$ cat src/cssc_pkg.sv
`default_nettype none

package cssc_pkg;

	// display store and font
	localparam int StoreDepth = 8;
	localparam int CodeW = 5;
	localparam int FontSize = 27;

	// time limits and time after reset
	localparam int SecLimit = 60;
	localparam int MinLimit = 60;
	localparam int HourLimit = 24;
	localparam logic [5:0] ResetSeconds = 6'd0;
	localparam logic [5:0] ResetMinutes = 6'd25;
	localparam logic [4:0] ResetHours = 5'd20;

	// command codes; code 3 means nothing
	typedef enum logic [1:0] {
		CMD_SECOND = 2'd0,
		CMD_SCAN   = 2'd1,
		CMD_LOAD   = 2'd2
	} command_t;

	typedef logic [CodeW-1:0] code_t;
	typedef code_t [StoreDepth-1:0] code_row_t;

	typedef struct packed {
		logic [1:0] command;
		code_t      code0;
		code_t      code1;
		code_t      code2;
		code_t      code3;
		code_t      code4;
		code_t      code5;
		code_t      code6;
		code_t      code7;
	} item_t;

	typedef struct packed {
		logic [7:0] segment_pattern;
		logic [7:0] digit_enable;
		logic [4:0] hours;
		logic [5:0] minutes;
		logic [5:0] seconds;
	} result_t;

	typedef struct packed {
		logic [4:0] hours;
		logic [5:0] minutes;
		logic [5:0] seconds;
	} clock_time_t;

	// segment font, codes above the table show blank
	function automatic logic [7:0] font_lookup(input code_t code);
		logic [7:0] pattern;
		case (code)
			5'd0:    pattern = 8'h3F;
			5'd1:    pattern = 8'h06;
			5'd2:    pattern = 8'h5B;
			5'd3:    pattern = 8'h4F;
			5'd4:    pattern = 8'h66;
			5'd5:    pattern = 8'h6D;
			5'd6:    pattern = 8'h7D;
			5'd7:    pattern = 8'h07;
			5'd8:    pattern = 8'h7F;
			5'd9:    pattern = 8'h6F;
			5'd10:   pattern = 8'h77;
			5'd11:   pattern = 8'h7C;
			5'd12:   pattern = 8'h39;
			5'd13:   pattern = 8'h5E;
			5'd14:   pattern = 8'h79;
			5'd15:   pattern = 8'h71;
			5'd16:   pattern = 8'h00;
			5'd17:   pattern = 8'h40;
			5'd18:   pattern = 8'h76;
			5'd19:   pattern = 8'h1E;
			5'd20:   pattern = 8'h70;
			5'd21:   pattern = 8'h38;
			5'd22:   pattern = 8'h37;
			5'd23:   pattern = 8'h5C;
			5'd24:   pattern = 8'h73;
			5'd25:   pattern = 8'h3E;
			5'd26:   pattern = 8'h78;
			default: pattern = 8'h00;
		endcase
		return pattern;
	endfunction

	// tens digit of a value below sixty
	function automatic code_t tens_of(input logic [5:0] value);
		code_t tens;
		if (value >= 6'd50)
			tens = 5'd5;
		else if (value >= 6'd40)
			tens = 5'd4;
		else if (value >= 6'd30)
			tens = 5'd3;
		else if (value >= 6'd20)
			tens = 5'd2;
		else if (value >= 6'd10)
			tens = 5'd1;
		else
			tens = 5'd0;
		return tens;
	endfunction

	// units digit of a value below sixty
	function automatic code_t units_of(input logic [5:0] value);
		logic [5:0] tens_x10;
		logic [5:0] units;
		tens_x10 = 6'(tens_of(value)) * 6'd10;
		units = value - tens_x10;
		return units[CodeW-1:0];
	endfunction

endpackage

`default_nettype wire

$ cat src/clock_seven_segment_scanner.sv
// Time-of-day clock with an eight-digit multiplexed seven-segment scanner.
// Path: a word is accepted into an input register, and its result is then written
// to the result register, where it is shown and held until it is accepted.
// Throughput: one word per cycle while the result is not stalled; one short update of time, store and scan.
// Reset (arst_n, async): time 20:25:00, digit store all zero, scan on digit 0,
// no word held in either register.
`default_nettype none

module clock_seven_segment_scanner
	import cssc_pkg::*;
#(
	parameter int NUM_DIGITS = 8
) (
	input  wire logic    clk,
	input  wire logic    arst_n,
	input  wire logic    item_valid,
	output      logic    item_stall,
	input  wire item_t   item,
	output      logic    result_valid,
	input  wire logic    result_stall,
	output      result_t result
);

	item_t       item_s1;
	logic        valid_s1;
	result_t     result_q;
	logic        result_valid_q;
	code_row_t   codes_q;
	logic [2:0]  scan_q;

	logic        advance;
	logic        fire;
	logic        is_tick;
	logic        is_scan;
	logic        is_load;
	clock_time_t time_next;
	code_row_t   tick_codes;
	code_row_t   load_codes;
	logic [2:0]  scan_idx;
	logic [3:0]  scan_inc;
	logic [2:0]  scan_next;

	// handshake: the input register moves when the result register frees up
	assign advance = !result_valid_q || !result_stall;
	assign item_stall = valid_s1 && !advance;
	assign fire = valid_s1 && advance;
	assign is_tick = fire && (item_s1.command == CMD_SECOND);
	assign is_scan = fire && (item_s1.command == CMD_SCAN);
	assign is_load = fire && (item_s1.command == CMD_LOAD);
	assign result_valid = result_valid_q;
	assign result = result_q;

	// input register
	always_ff @(posedge clk or negedge arst_n) begin
		if (!arst_n) begin
			valid_s1 <= 1'b0;
		end else if (!item_stall) begin
			valid_s1 <= item_valid;
		end
	end

	always_ff @(posedge clk) begin
		if (item_valid && !item_stall)
			item_s1 <= item;
	end

	cssc_timekeeper u_timekeeper (
		.clk       (clk),
		.arst_n    (arst_n),
		.tick      (is_tick),
		.time_next (time_next),
		.tick_codes(tick_codes)
	);

	// load word codes in digit order
	always_comb begin
		load_codes[0] = item_s1.code0;
		load_codes[1] = item_s1.code1;
		load_codes[2] = item_s1.code2;
		load_codes[3] = item_s1.code3;
		load_codes[4] = item_s1.code4;
		load_codes[5] = item_s1.code5;
		load_codes[6] = item_s1.code6;
		load_codes[7] = item_s1.code7;
	end

	// scan position, wrapping at the digit count
	always_comb begin
		scan_idx = (4'(scan_q) >= 4'(NUM_DIGITS)) ? 3'd0 : scan_q;
		scan_inc = 4'(scan_idx) + 4'd1;
		scan_next = (scan_inc >= 4'(NUM_DIGITS)) ? 3'd0 : scan_inc[2:0];
	end

	// digit store and scan position
	always_ff @(posedge clk or negedge arst_n) begin
		if (!arst_n) begin
			codes_q <= '0;
			scan_q <= 3'd0;
		end else begin
			if (is_tick)
				codes_q <= tick_codes;
			else if (is_load)
				codes_q <= load_codes;
			if (is_scan)
				scan_q <= scan_next;
		end
	end

	// result register
	always_ff @(posedge clk or negedge arst_n) begin
		if (!arst_n) begin
			result_valid_q <= 1'b0;
		end else if (advance) begin
			result_valid_q <= valid_s1;
		end
	end

	always_ff @(posedge clk) begin
		if (fire) begin
			result_q.segment_pattern <= is_scan ? font_lookup(codes_q[scan_idx]) : 8'h00;
			result_q.digit_enable <= is_scan ? (8'd1 << scan_idx) : 8'h00;
			result_q.hours <= time_next.hours;
			result_q.minutes <= time_next.minutes;
			result_q.seconds <= time_next.seconds;
		end
	end

	scan_in_range: assert property (@(posedge clk) disable iff (!arst_n)
		4'(scan_q) < 4'(NUM_DIGITS))
		else $error("scan position beyond digit count");

	enable_onehot: assert property (@(posedge clk) disable iff (!arst_n)
		result_valid_q |-> $onehot0(result_q.digit_enable))
		else $error("digit enable not one-hot");

	scan_steps: assert property (@(posedge clk) disable iff (!arst_n)
		(is_scan && NUM_DIGITS > 1) |=> (scan_q != $past(scan_q)))
		else $error("scan word did not move scan position");

	no_fire_on_stall: assert property (@(posedge clk) disable iff (!arst_n)
		(result_valid_q && result_stall) |-> !fire)
		else $error("word processed while result stalled");

endmodule

`default_nettype wire

$ cat src/cssc_timekeeper.sv
`default_nettype none

module cssc_timekeeper
	import cssc_pkg::*;
(
	input  wire logic        clk,
	input  wire logic        arst_n,
	input  wire logic        tick,
	output      clock_time_t time_next,
	output      code_row_t   tick_codes
);

	logic [5:0] sec_q;
	logic [5:0] min_q;
	logic [4:0] hour_q;

	logic [6:0] sec_inc;
	logic [6:0] min_inc;
	logic [5:0] hour_inc;

	// carry chain seconds -> minutes -> hours
	always_comb begin
		sec_inc = 7'(sec_q) + 7'd1;
		min_inc = 7'(min_q) + 7'd1;
		hour_inc = 6'(hour_q) + 6'd1;
		time_next.seconds = sec_q;
		time_next.minutes = min_q;
		time_next.hours = hour_q;
		if (tick) begin
			if (sec_inc >= 7'(SecLimit)) begin
				time_next.seconds = 6'd0;
				if (min_inc >= 7'(MinLimit)) begin
					time_next.minutes = 6'd0;
					if (hour_inc >= 6'(HourLimit))
						time_next.hours = 5'd0;
					else
						time_next.hours = hour_inc[4:0];
				end else begin
					time_next.minutes = min_inc[5:0];
				end
			end else begin
				time_next.seconds = sec_inc[5:0];
			end
		end
	end

	// digit codes written on a second tick
	always_comb begin
		tick_codes[0] = '0;
		tick_codes[1] = '0;
		tick_codes[2] = tens_of(6'(time_next.hours));
		tick_codes[3] = units_of(6'(time_next.hours));
		tick_codes[4] = tens_of(time_next.minutes);
		tick_codes[5] = units_of(time_next.minutes);
		tick_codes[6] = tens_of(time_next.seconds);
		tick_codes[7] = units_of(time_next.seconds);
	end

	// time registers
	always_ff @(posedge clk or negedge arst_n) begin
		if (!arst_n) begin
			sec_q <= ResetSeconds;
			min_q <= ResetMinutes;
			hour_q <= ResetHours;
		end else if (tick) begin
			sec_q <= time_next.seconds;
			min_q <= time_next.minutes;
			hour_q <= time_next.hours;
		end
	end

	time_in_range: assert property (@(posedge clk) disable iff (!arst_n)
		(hour_q < 5'(HourLimit)) && (min_q < 6'(MinLimit)) && (sec_q < 6'(SecLimit)))
		else $error("time counter out of range");

	tick_moves_time: assert property (@(posedge clk) disable iff (!arst_n)
		tick |=> (sec_q != $past(sec_q)))
		else $error("second tick did not move seconds");

endmodule

`default_nettype wire
$ cat config.mk
export PLATFORM = sky130hd
export DESIGN_NAME = clock_seven_segment_scanner
export DESIGN_NICKNAME = d
export VERILOG_FILES = /design/src/cssc_pkg.sv /design/src/clock_seven_segment_scanner.sv /design/src/cssc_timekeeper.sv
export SDC_FILE = /design/constraint.sdc
export NUM_CORES = 1
export LEC_CHECK = 0
export BUFFER_PORTS_ARGS = -buffer_cell sky130_fd_sc_hd__buf_2
export CORE_UTILIZATION = 55
export CTS_CLUSTER_SIZE = 30
export DETAILED_ROUTE_END_ITERATION = 10
export PLACE_DENSITY = 0.85
export SLEW_MARGIN = 20
export SYNTH_ARGS = -nofsm -noshare
export SYNTH_HDL_FRONTEND = slang
export SYNTH_SLANG_ARGS = --single-unit
$ cat constraint.sdc
create_clock -name clk -period 5.4 [get_ports clk]
set_input_delay 1.35 -clock clk [delete_from_list [all_inputs] [get_ports clk]]
set_output_delay 1.35 -clock clk [all_outputs]
set_load 0.02 [all_outputs]
==> metrics.txt <==
status finished, final reports clean; Mapped Area 6910 µm²; share of cells above drive strength 1 23.0%; Synth Instances 620; # nets final 770; Die ar. 13000 µm²; Root Buffer clkbuf_16; RSZ-0062 raised after global routing false; CTS Buffer Depth 2; Yosys top cell area share 32.2%; 1st-iter DRT viols 456; max-slew violations 0; maximum vdd drop 0.261 mV; maximum operating frequency 211 MHz; Async S/R FF share, synth 45.6%; EDFF count, synth 74; drc violations 0; part of the cycle the worst path needs 87.9%; Final setup viols 0; Internal 2.32 mW; effective utilization at floorplan 57.1%; hold buffer count at CTS 0; count of different cell masters after synthesis 75; CP required 5.74 ns; PortBufs 79; dpl hpwl 10300 µm; Worst Hold Class reg -> reg; Crit. End Element register; Clock Power Share 33.2%; Pleak 3.57 nW; GPL Wtd Cong 0.826; Worst Reg-to-Reg Cells 16; clk sink count 136; Final Hold Vio Count 0; Post-CTS Repair Setup Buffers 0; P_sw 1.23 mW; core area 12100 µm²; global-route wire length before repair 24600 µm; slew of the pin with the lowest slew margin 1.02 ns; Setup Skew 0.00906 ns; vias 5061; Clock Latency Late Sink 0.42 ns; synth top area cells edfxtp_1 32%, dfrtp_1 21%, ha_1 4.9%; CTS Buf Count 17; post-route ant nets 0; pwr dens 440 nW/µm²; Synth Net Count 695; CP max FO 10; Seq cells post-synth 136; pin count of the biggest net entering global routing 63; share of the yosys chip area belonging to registers 54.7%; startpoint types input pin; ANT cells 0; sw frac 34.7%; total wire length 14900 µm; vias in the first global route 5051; Avg WL per Cell 17.0 µm; # resized after CTS 0; kind of critical path in -> reg; num rows 40; number of iterations in the first detailed-routing pass 5; Synth Area per Inst 11.1 µm²; Fillers 939; initial antenna violation count 0; Ports 81; Min-Delay Path Depth 2; P&R area growth vs syn 16.6%; Synth Warn # 0; Reg power frac 39.0%; H-tree depth 4; gr ovfl total 0; Synth Flop Type edfxtp_1; Gate power share 27.8%; crit path DAT 5.08 ns; Power, Total 3.55 mW; multi-input logic area 2860 µm²; Via density 5.78; Die X 114 µm; fin crit period 4.75 ns; Max Cap Viol 0; clock slew at reported path FFs 0.07 ns; CTS tree built; sequential cell area 3780 µm²; Sum Neg Setup Slack 0 ns; Slew Limit Headroom 31.9%; top cell type by total area after synthesis edfxtp_1; All-Layer GR Usage 24.9%; die height 114 µm
[power by group through the flow]
stage                     clock, mW  combinational (mW)  sequential (mW)
after global placement            0               0.904             1.39
after CTS                      1.19               0.977             1.38
final                          1.18               0.988             1.38
after global routing           1.23                1.10             1.40
after floorplan                   0               0.753             1.35
after detailed placement          0               0.966             1.40
[metal layers]
layer | vias up | global-route usage (%) | part of all wire [%]
li1 | 2389 | - | -
met3 | 30 | 5.98 | 5.6
met1 | 2436 | 31.0 | 42
met5 | - | 0 | 0
met4 | 0 | 10.5 | 2.5
met2 | 206 | 41.9 | 50
[layout make-up]
cell class	count	share of cell area [%]
sequential	136	46.9
tap	168	2.61
clock inverter	15	2.28
multi-input combinational	417	35.5
timing repair buffer	87	5.65
inverter	36	1.75
clock buffer	17	5.28
[state kept, by name (all words and copies together), names as in the netlist]
register,flops
result,32
item_s1,42
u_timekeeper.min_q,6
scan_idx,3
codes_q,40
valid_s1,1
u_timekeeper.hour_q,5
u_timekeeper.sec_q,6
result_valid,1
[path summary, 6_finish.rpt]
path | end | startpoint | slack, ns
max | codes_q[39] | result_stall | 0.65
min | codes_q[9] | item_s1[34] | 0.47
max reg2reg | codes_q[29] | u_timekeeper.sec_q[0] | 1.00
min reg2reg | codes_q[9] | item_s1[34] | 0.47
max in group asynchronous | codes_q[14] | arst_n | 3.76
min in group asynchronous | u_timekeeper.hour_q[1] | arst_n | 1.08
[placed cells by master, fill, tap and decap left out, types with 17 or more instances in the layout]
cell	count
buf_2	79
nand3_1	31
edfxtp_1	74
ha_1	27
inv_1	30
a21oi_1	32
dfrtp_1	57
o21ai_0	39
nand2_1	79
nor2_1	40
clkbuf_16	17
[Yosys cell counts, drive strengths merged, types with 2 or more instances]
library cell / number
o21bai: 2
and2: 10
dfrtp: 57
nor4: 2
edfxtp: 74
nand2: 79
dfstp: 5
xnor2: 7
nor2: 40
maj3: 2
o22a: 2
a22oi: 3
nor2b: 5
ha: 27
nor3: 7
or3: 4
a221oi: 5
o22ai: 5
fa: 2
inv: 33
buf: 9
o21a: 2
a211oi: 9
nand4: 4
clkinv: 3
mux4: 11
a21oi: 33
a22o: 5
xor2: 8
and3: 12
clkbuf: 22
nand2b: 8
mux2: 4
a211o: 2
a21o: 5
mux2i: 14
o21ai: 46
nand3: 31
a21boi: 4
[per-stage QoR]
stage	setup WS [ns]	cell area (µm²)	hold WS (ns)	utilization (%)	std cells
after global routing	0.426	8060	0.491	66.5	876
after detailed placement	0.299	7440	0.454	61.5	844
final	0.652	8060	0.467	66.5	876
after CTS	0.736	8050	0.471	66.5	876
after floorplan	0.631	6910	0.433	-	620
after global placement	0.577	7440	0.447	61.5	844
[critical path: stages]
cell      delay, ns
buf_2          0.12
a21bo_2        0.25
nor3_2         0.44
o21ai_0        0.25
a22o_1         0.41
o31ai_1        0.32
nor3_1         0.08
a211oi_1       0.41
ha_1           0.31
inv_1          0.06
ha_1           0.24
a21oi_1        0.17
xnor2_1        0.15
xnor2_1        0.15
xnor2_1        0.14
nor2_1         0.06
o21ai_0        0.17
[kinds of logic (layout without fill, tap and decap cells)]
kind of cell               after synthesis  in the layout  synth area share (%)
other                                    1              1                0.0543
DFF                                    136            136                  54.7
buffers and inverters                   67            155                  3.98
and+or+nand+nor                        207            207                  14.3
muxes                                   29             29                  6.32
AOI/OAI and AO/OA                      134            134                  13.0
xor gates and xnor gates                15             15                  1.90
adders and majority gates               31             31                  5.77
No activity file was read; power rests on OpenSTA's default activity.
